## src/rtl/tdpt_pkg.sv

```systemverilog
// ----------------------------------------------------------------------------
// tdpt_pkg: shared types and constants for the trial-division prime test
// Holds the field widths, the controller states and the command and status
// bundles that pass between the controller and the datapath.
// ----------------------------------------------------------------------------
package tdpt_pkg;

   // Width of the number under test.
   localparam int NUM_BITS = 31;
   // Trial divisors never exceed about sqrt(2^NUM_BITS) + 2.
   localparam int DIV_BITS = (NUM_BITS + 1) / 2 + 1;
   // Width of the running square of the divisor.
   localparam int SQ_BITS  = 2 * DIV_BITS;
   // Bit counter of the serial remainder unit.
   localparam int CNT_BITS = (NUM_BITS > 1) ? $clog2(NUM_BITS) : 1;

   localparam int FIRST_DIV = 3;
   localparam int FIRST_SQ  = FIRST_DIV * FIRST_DIV;

   typedef logic [NUM_BITS-1:0] num_type;
   typedef logic [DIV_BITS-1:0] div_type;
   typedef logic [SQ_BITS-1:0]  sq_type;
   typedef logic [CNT_BITS-1:0] cnt_type;

   typedef enum logic [2:0] {
      ST_IDLE,
      ST_CLASSIFY,
      ST_TEST,
      ST_DIVIDE,
      ST_CHECK,
      ST_FINISH
   } state_type;

   // Controller to datapath.
   typedef struct packed {
      logic load;       // capture a new request, divisor back to three
      logic start_div;  // clear the remainder and start a serial pass
      logic div_step;   // one bit of the serial remainder
      logic next_div;   // step to the next odd divisor
      logic out_load;   // load the result register
      logic out_value;  // value for the result register
   } cmd_type;

   // Datapath to controller.
   typedef struct packed {
      logic n_lt2;
      logic n_is2;
      logic n_even;
      logic sq_lt_n;
      logic sq_eq_n;
      logic div_last;
      logic rem_zero;
   } status_type;

endpackage

```

## src/rtl/tdpt_ctrl.sv

```systemverilog
// ----------------------------------------------------------------------------
// tdpt_ctrl: sequencer of the prime test
// Walks one request through classification, the divisor loop and the
// serial remainder passes, and owns the handshakes on both channels.
// ----------------------------------------------------------------------------
module tdpt_ctrl (
   input  logic                clock,
   input  logic                reset,
   input  logic                req_valid,
   output logic                req_ready,
   output logic                rsp_valid,
   input  logic                rsp_ready,
   input  tdpt_pkg::status_type status,
   output tdpt_pkg::cmd_type    cmd
);
   import tdpt_pkg::*;

   state_type state_ff, state_in;
   logic      verdict_ff, verdict_in;
   logic      rsp_valid_ff, rsp_valid_in;

   always_ff @(posedge clock) begin
      if (reset) begin
         state_ff     <= ST_IDLE;
         verdict_ff   <= 1'b0;
         rsp_valid_ff <= 1'b0;
      end else begin
         state_ff     <= state_in;
         verdict_ff   <= verdict_in;
         rsp_valid_ff <= rsp_valid_in;
      end
   end

   always_comb begin
      logic out_free;
      logic decide;
      logic dec_value;

      out_free     = !rsp_valid_ff || rsp_ready;
      decide       = 1'b0;
      dec_value    = 1'b0;
      cmd          = '0;
      state_in     = state_ff;
      verdict_in   = verdict_ff;
      rsp_valid_in = rsp_valid_ff && !rsp_ready;

      case (state_ff)
         ST_IDLE: begin
            if (req_valid) begin
               cmd.load = 1'b1;
               state_in = ST_CLASSIFY;
            end
         end
         ST_CLASSIFY: begin
            if (status.n_lt2) begin
               decide = 1'b1;
            end else if (status.n_is2) begin
               decide    = 1'b1;
               dec_value = 1'b1;
            end else if (status.n_even) begin
               decide = 1'b1;
            end else begin
               state_in = ST_TEST;
            end
         end
         ST_TEST: begin
            if (status.sq_lt_n) begin
               cmd.start_div = 1'b1;
               state_in      = ST_DIVIDE;
            end else begin
               // Loop is over: prime unless the number is the divisor squared.
               decide    = 1'b1;
               dec_value = !status.sq_eq_n;
            end
         end
         ST_DIVIDE: begin
            cmd.div_step = 1'b1;
            if (status.div_last) begin
               state_in = ST_CHECK;
            end
         end
         ST_CHECK: begin
            if (status.rem_zero) begin
               decide = 1'b1;
            end else begin
               cmd.next_div = 1'b1;
               state_in     = ST_TEST;
            end
         end
         ST_FINISH: begin
            decide    = 1'b1;
            dec_value = verdict_ff;
         end
         default: begin
            state_in = ST_IDLE;
         end
      endcase

      // A verdict goes straight to the result register when it is free,
      // otherwise it waits in the finish state.
      if (decide) begin
         if (out_free) begin
            cmd.out_load  = 1'b1;
            cmd.out_value = dec_value;
            rsp_valid_in  = 1'b1;
            state_in      = ST_IDLE;
         end else begin
            verdict_in = dec_value;
            state_in   = ST_FINISH;
         end
      end
   end

   assign req_ready = (state_ff == ST_IDLE);
   assign rsp_valid = rsp_valid_ff;

endmodule

```

## config.mk

```make
export PLATFORM = sky130hd
export DESIGN_NAME = tdpt_ctrl
export DESIGN_NICKNAME = d
export VERILOG_FILES = /design/src/rtl/tdpt_pkg.sv /design/src/rtl/tdpt_ctrl.sv
export SDC_FILE = /design/constraint.sdc
export NUM_CORES = 1
export LEC_CHECK = 0
export ABC_AREA = 1
export BUFFER_PORTS_ARGS = -buffer_cell sky130_fd_sc_hd__buf_2
export CORE_AREA = 2 2 39 41
export CTS_CLUSTER_DIAMETER = 150
export CTS_CLUSTER_SIZE = 12
export DETAILED_ROUTE_END_ITERATION = 8
export DIE_AREA = 0 0 41 43
export PLACE_DENSITY_LB_ADDON = 0.3
export SLEW_MARGIN = 20
export SYNTH_ARGS = -nofsm -noshare
export SYNTH_HDL_FRONTEND = slang
export SYNTH_SLANG_ARGS = --single-unit
```

## constraint.sdc

```tcl
create_clock -name clock -period 1.2 [get_ports clock]
set_input_delay 0.24 -clock clock [delete_from_list [all_inputs] [get_ports clock]]
set_output_delay 0.24 -clock clock [all_outputs]
set_load 0.01 [all_outputs]
```

Word level (Yosys, flattened, before mapping) --
Cells that the tools add are included.
Cells by class: bitwise gates (word level) 1, equality and inequality tests 13, reduce and logical (&&, ||, !) cells 8, multiplexer cells 31
Operators by type and width (number):
- $mux W3 | 9
- $ne A3 B3 Y1 const B | 6
- $pmux W3 S6 | 1
- $mux W1 | 17
- $reduce_and A8 Y1 | 1
- $eq A3 B2 Y1 const B | 2
- $eq A3 B3 Y1 const B | 2
- $mux W2 | 2
- $pmux W1 S4 | 1
- $eq A3 B1 Y1 const B | 1
- $logic_not A1 Y1 | 3
- $logic_not A3 Y1 | 1
- $ne A3 B2 Y1 const B | 1
- $pmux W1 S3 | 1
- $ne A2 B2 Y1 const B | 1
- $reduce_and A2 Y1 | 1
- $logic_and A1 B1 Y1 | 1
- $logic_or A1 B1 Y1 | 1
- $not A1 Y1 | 1
Word-level totals: output and inout bits 8, flip-flop bits (word level) 5, input port bits 11, logic and storage cells 56

Logic depth before layout (Yosys ltp) --
Gate-level depths: netlist of the first run.
depth in word-level cells 6, depth in mapped cells 9, gate-level depth less buffers 9

Worst setup path after synthesis of the first run --
No wires, ideal clock.
path kind register to output, start point register state_ff[0], end point output cmd[1] (netlist name), data required time 960 ps, path slack -4 ps, cell stages (with the launch flop) 6, arrival 964 ps, path buffers 0, cells stage by stage dfxtp_1 nor2_2 nand3_1 nand3_2 inv_2 nor2_1
RTL lines:
- start, declared | line tdpt_ctrl.sv:18 | state_type state_ff, state_in;
- start signal, assigned | line tdpt_ctrl.sv:28 | state_ff <= state_in;
- end, declared | line tdpt_ctrl.sv:14 | output tdpt_pkg::cmd_type cmd

==> results.md, run 1 <==
### Run status
• finished with violations — run status
• negative setup slack — failing checks

### Timing
• 701 MHz — Fmax achieved
• 0 — number of max-slew violations in the final report
• -1210 ps — Final TNS setup
• 182 ps — final worst hold slack
• 1.19 — part of the cycle the worst path needs
• true — setup repair after global routing missed its margin
• 229 ps — actual slew at the worst max-slew pin
• -226 ps — final worst-path setup slack
• 0 — Hold Fails Final Rpt
• 1430 ps — shortest clock period the worst path allows after layout
• 0.847 — Slew headroom
• 2.88 ps — clock skew
• 10 — setup violators final

### Floorplan
• 0.269 — initial cell density of the core
• 43 um — DIE HEIGHT
• 14 — row count
• 0.00176 mm2 — die area
• 41 um — die extent in x
• 19 — top-level I/O count
• 0.00138 mm2 — core outline area

### Worst setup path
• 5 — maximum fanout along the worst path
• output pin — critical path capture point type
• cmd[1] — capturing instance or port of the critical path
• state_ff[2]$_SDFFE_PP0P_ — worst flop-to-flop path endpoint
• flip-flop — Startpoint Class
• state_ff[2]$_SDFFE_PP0P_ — origin of the worst setup path
• 1190 ps — data arrival time of the critical path
• 960 ps — required time at the endpoint of the critical path
• 10 — number of cells on the worst reg-to-reg path
• -50 ps — setup slack on the worst flop-to-flop path
• state_ff[2]$_SDFFE_PP0P_ — launching point of the worst reg2reg path
• flip-flop to output pin — critical path class

### Power
• 0.126 — part of the power in the clock network
• 0.659 mW — net switching power
• 0.858 mW — internal power
• 1.52 mW — post-layout total power
• 0.213 — share of power burned in registers
• 0.661 — portion of total power attributed to combinational logic
• 0.00128 V — Peak supply drop
• 0.434 — switching portion of total power
• 0.364 nW — leakage power summed over all cells
• 2310 mW/mm2 — PwrDens

### Cells and area
• 0 — n_diodes
• buf_2, nand2_1, nor2_1 — top library cells by usage in the layout, fill and taps aside
• 110 — NumNets Final
• 76.8% — Area growth syn-to-layout
• 0.541 — share of layout cells above drive strength 1
• buf_2 — most frequent standard cell in the layout excluding fill and tap cells

### Min path
• primary input to flip-flop — Tightest Hold Check Type
• reset — beginning of the worst hold path

### CTS
• done — TritonCTS clock tree
• 40 ps — clk slew on worst S/H paths
• 240 ps — clock latency on the worst-skew pair
• 1 — deepest level of the CTS H-tree
• 3 — cts bufs inserted
• 5 — clock sink count
• clkbuf_4 — root buf cell
• 2 — maximum clock insertion buffer count

### Placement
• 821 um — detailed placer's ending HPWL
• 18 — count of buffers from port buffering
• -72.4 ps — Setup WS pre-CTS
• 0.765 — gp weighted congestion

### Synth
• 5 — number of synthesized register bits
• 5.72 um2 — Syn Area/Cell
• 0.269 — fraction of the yosys area taken by sequential cells
• 65 — count of mapped cells out of synthesis
• 76 — syn_nets
• 14 — count of unique library cells instantiated by Yosys
• 372 um2 — Netlist Area Pre-Place
• 0 — number of warnings reported in the yosys synthesis log

### GRT
• 0.126 — Global Route Usage Sum
• 1490 um — wire length of the first global-routing pass
• 0 — total gr overflow
• 0 — number of antenna violations at the first check in global routing
• 7 — maximum number of pins on one net before global-route repair
• 419 — via count of the first global-routing pass

### Route
• 4 — count of TritonRoute iterations in the first routing pass
• 0 — # DRC
• 1120 um — detailed-route wire length
• 498 — routed via count
• 16 — Initial DRC Count
• 0 — number of routed nets with antenna violations
• 4.37 — detailed-route vias per instance
• 9.78 um — average wire per standard cell

### Run
• 0 — max-cap check violation count

worst max-delay path: stages, from the launching register on:
cell and delay (ps):
dfxtp_4 360, inv_2 60, nand2_2 60, nor2_4 90
nand2_2 60, nand3_2 80, inv_2 50, nor2_2 60
buf_2 120
final cells by class:
| class | instances | area (um2) |
|---|---|---|
| Fill cell | 143 | 727 |
| Tap cell | 16 | 20.0 |
| Clock buffer | 4 | 26.3 |
| Multi-Input combinational cell | 46 | 254 |
| Timing Repair Buffer | 29 | 193 |
| Sequential cell | 5 | 111 |
| Inverter | 14 | 52.6 |
metrics by stage:
stage          utilization  cell area [um2]  cells
6_report             0.475              657    114
2_1_floorplan            -              374     65
3_5_place_dp         0.393              544    107
5_1_grt              0.475              657    114
4_1_cts              0.430              596    111
3_3_place_gp         0.393              544    107
cell usage after synthesis (all sizes together):
master,count,share of area
o211ai,1,0.020
dfxtp,5,0.27
nand2,17,0.20
a21oi,3,0.051
nand4,2,0.034
nand3,7,0.11
nor2,15,0.16
o21ai,1,0.013
inv,14,0.14
state kept, by name (all words and copies together), names as in the netlist:
signal      cells
rsp_valid       1
verdict_ff      1
state_ff        3
worst min-delay path by stage:
| stage | slack (ps) | to | depth (start not counted) |
|---|---|---|---|
| after detailed placement | 440 | state_ff[1]$_SDFFE_PP0P_ | 2 |
| after CTS | 180 | state_ff[1]$_SDFFE_PP0P_ | 2 |
| after floorplan | 300 | state_ff[1]$_SDFFE_PP0P_ | 1 |
| after global placement | 430 | state_ff[1]$_SDFFE_PP0P_ | 2 |
| final | 180 | state_ff[1]$_SDFFE_PP0P_ | 2 |
| after global routing | 180 | state_ff[1]$_SDFFE_PP0P_ | 2 |
routing by layer:
| metal | track usage | part of all wire |
|---|---|---|
| met1 | 0.117 | 0.40 |
| met2 | 0.231 | 0.54 |
| met3 | 0.0471 | 0.063 |
| met4 | 0.0400 | 0 |
| met5 | 0 | 0 |
timing repair:
action / CTS / global route
endpoints found under the setup margin: 11 / 11
resized for setup: 9 / 11
gates cloned: 0 / 0
endpoints found under the hold margin: 0 / 0
hold buffers: 0 / 0
buffers inserted: 0 / 3
pin swaps: 1 / 2
power by group through the flow:
stage	clock (mW)	sequential (mW)	combinational [mW]
3_3_place_gp	0	0.282	0.790
4_1_cts	0.195	0.302	0.832
2_1_floorplan	0	0.281	0.462
5_1_grt	0.212	0.333	1.08
6_report	0.191	0.323	1.00
3_5_place_dp	0	0.286	0.791
kinds of logic (layout without fill, tap and decap cells):
kind of cell / Yosys count / count (layout) / synth area share
DFF: 5 / 5 / 0.269
and+or+nand+nor: 41 / 41 / 0.505
buffers and inverters: 14 / 47 / 0.141
AOI/OAI and AO/OA: 5 / 5 / 0.0842
No activity file was read; power rests on OpenSTA's default activity.
==> inputs of run 2 (changes only) <==
Settings changed: TNS_END_PERCENT set to 1.
==> results.md, run 2 (same netlist as run 1, synthesis figures left out) <==
### Run status
• finished with violations — run status, unchanged
• negative setup slack — failing checks, unchanged

### Cells and area
• 0.537 — share of layout cells above drive strength 1, was 0.541
• buf_2, nand2_1, nor2_1 — top library cells by usage in the layout, fill and taps aside, unchanged
• 107 — NumNets Final, was 110
• 251 um2 — area taken by multi-input logic gates, was 254 um2
• 0.454 — utilization after layout, was 0.475
• buf_2 — most frequent standard cell in the layout excluding fill and tap cells, unchanged
• 3 — number of flip-flops in the largest register, unchanged
• 146 — fill count, was 143
• 628 um2 — total non-filler cell area in the finished layout, was 657 um2
• 0 — n_diodes, unchanged
• 111 um2 — register area, unchanged
• 69.0% — Area growth syn-to-layout, was 76.8%
• 111 — post-route non-filler standard cell count, was 114
• state_ff — largest register by flop count, unchanged

### Placement
• 18 — count of buffers from port buffering, unchanged
• 0.765 — gp weighted congestion, unchanged
• 544 um2 — instance area after placement, unchanged
• 107 — count of placed standard cells including taps, unchanged
• 821 um — detailed placer's ending HPWL, unchanged

### GRT
• 419 — via count of the first global-routing pass, unchanged
• 0 — total gr overflow, unchanged
• 0 — number of antenna violations at the first check in global routing, unchanged
• 7 — maximum number of pins on one net before global-route repair, unchanged
• 1490 um — wire length of the first global-routing pass, unchanged
• 0.126 — Global Route Usage Sum, unchanged

### Floorplan
• 0.269 — initial cell density of the core, unchanged
• 43 um — DIE HEIGHT, unchanged
• 0.00138 mm2 — core outline area, unchanged
• 14 — row count, unchanged
• 41 um — die extent in x, unchanged
• 0.00176 mm2 — die area, unchanged
• 19 — top-level I/O count, unchanged

### Route
• 545 um — Met2 Wirelength, was 600 um
• 9.48 um — average wire per standard cell, was 9.78 um
• 16 — Initial DRC Count, unchanged
• 68 um — Met3 Wirelength, was 70 um
• 0 — number of routed nets with antenna violations, unchanged
• 438 um — met1 wire length, was 444 um
• met3 — highest routed metal layer, unchanged
• 0 — # DRC, unchanged
• 4.32 — detailed-route vias per instance, was 4.37
• 1050 um — detailed-route wire length, was 1120 um
• 4 — count of TritonRoute iterations in the first routing pass, unchanged
• 480 — routed via count, was 498

### Worst setup path
• state_ff[0]$_SDFFE_PP0P_ — launching point of the worst reg2reg path, was state_ff[2]$_SDFFE_PP0P_
• dfxtp_4 — Slowest-stage cell, CP, unchanged
• flip-flop — Startpoint Class, unchanged
• flip-flops — crit-path leading delay family, unchanged
• 2 — Buffers & Inverters on Critical Path, was 3
• 960 ps — required time at the endpoint of the critical path, about the same
• 360 ps — largest incremental delay on the critical path, about the same
• 20 ps — setup slack on the worst flop-to-flop path, was -50 ps
• output pin — critical path capture point type, unchanged
• o211ai_1 -> nand3_2 -> inv_2 -> nor2_2 -> buf_2 — Critical Path, Cell by Cell, was inv_2 -> nand2_2 -> nor2_4 -> nand2_2 -> nand3_2 -> inv_2 -> nor2_2 -> buf_2
• flip-flop to output pin — critical path class, unchanged
• 6 — maximum fanout along the worst path, was 5
• state_ff[0]$_SDFFE_PP0P_ — worst flop-to-flop path endpoint, was state_ff[2]$_SDFFE_PP0P_
• 7 — number of cells on the worst reg-to-reg path, was 10
• 1180 ps — data arrival time of the critical path, was 1190 ps

### Timing
• 0.842 — Slew headroom, was 0.847
• true — setup repair after global routing missed its margin, unchanged
• 2.86 ps — clock skew, was 2.88 ps
• 0 — Hold Fails Final Rpt, unchanged
• 7 — setup violators final, was 10
• 184 ps — final worst hold slack, was 182 ps
• 702 MHz — Fmax achieved, was 701 MHz
• 236 ps — actual slew at the worst max-slew pin, was 229 ps
• 1420 ps — shortest clock period the worst path allows after layout, was 1430 ps
• 1.19 — part of the cycle the worst path needs, about the same
• -225 ps — final worst-path setup slack, was -226 ps
• 0 — number of max-slew violations in the final report, unchanged

### Power
• 0.00126 V — Peak supply drop, was 0.00128 V
• 0.348 nW — leakage power summed over all cells, was 0.364 nW
• 2270 mW/mm2 — PwrDens, was 2310 mW/mm2
• 1.42 mW — post-layout total power, was 1.52 mW

### CTS
• 3 — cts bufs inserted, unchanged
• 40 ps — clk slew on worst S/H paths, about the same
• 1 — deepest level of the CTS H-tree, unchanged
• 0 — Post-CTS Setup Repair Bufs, unchanged
• 240 ps — clock latency on the worst-skew pair, about the same
• done — TritonCTS clock tree, unchanged
• 5 — clock sink count, unchanged
• 0 — count of hold-fix buffers inserted at cts, unchanged
• clkbuf_4 — root buf cell, unchanged
• 2 — maximum clock insertion buffer count, unchanged

### Min path
• state_ff[1]$_SDFFE_PP0P_ — Hold Path Sink, unchanged
• reset — beginning of the worst hold path, unchanged
• primary input to flip-flop — Tightest Hold Check Type, unchanged
• 2 — number of instances on the worst hold path, unchanged

### Run
• 0 — max-cap check violation count, unchanged

## run 2: changes by cell type in the layout (fill, tap and decap cells not counted), sizes merged
| cell | change |
|---|---|
| buf | -3 |
## run 2: where the power goes
part	total (mW)	internal, mW	leakage (nW)	switching (mW)
Combinational	0.911	0.435	0.290	0.477
Clock	0.188	0.125	0.0150	0.0627
Sequential	0.323	0.239	0.0430	0.0843
Total	1.42	0.799	0.348	0.624
## run 2: through the flow
stage / TNS [ps] / worst slack (ps)
after global placement: -143 / -66.0
after global routing: -1680 / -303
after floorplan: 0 / 35.9
final: -1050 / -225
after detailed placement: -254 / -72.4
after CTS: -1140 / -226
## run 2: area by class of cell
cell class	count	area share
Clock buffer	4	0.0418
Sequential cell	5	0.177
Inverter	14	0.0837
Timing Repair Buffer	26	0.265
Tap cell	16	0.0319
Multi-Input combinational cell	46	0.400
## run 2: worst reg2reg max path, delay by kind of cell (launching register included)
family          cells  cell delay, ps
compound gates      1             230
buf+inv             2             190
flops               1             360
simple gates        4             300
## run 2: layer usage
| layer | vias to the layer above | track usage |
|---|---|---|
| met5 | - | 0 |
| met4 | 0 | 0.0400 |
| met3 | 0 | 0.0471 |
| met2 | 11 | 0.231 |
| met1 | 209 | 0.117 |
| li1 | 260 | - |
## run 2: worst max path at each step
stage	start	end	slack [ps]	cells after the start
2_1_floorplan	state_ff[0]$_SDFFE_PP0P_	cmd[1]	40	5
6_report	state_ff[0]$_SDFFE_PP0P_	cmd[1]	-220	5
5_1_grt	state_ff[0]$_SDFFE_PP0P_	cmd[1]	-300	5
4_1_cts	state_ff[2]$_SDFFE_PP0P_	cmd[1]	-230	8
3_5_place_dp	state_ff[0]$_SDFFE_PP0P_	cmd[1]	-70	7
3_3_place_gp	state_ff[0]$_SDFFE_PP0P_	cmd[1]	-70	7
## run 2: what timing repair did
action / in CTS / in global routing
pin swaps: 1 / 1
setup endpoints to repair: 11 / 11
gates cloned: 0 / 0
resized for setup: 9 / 10
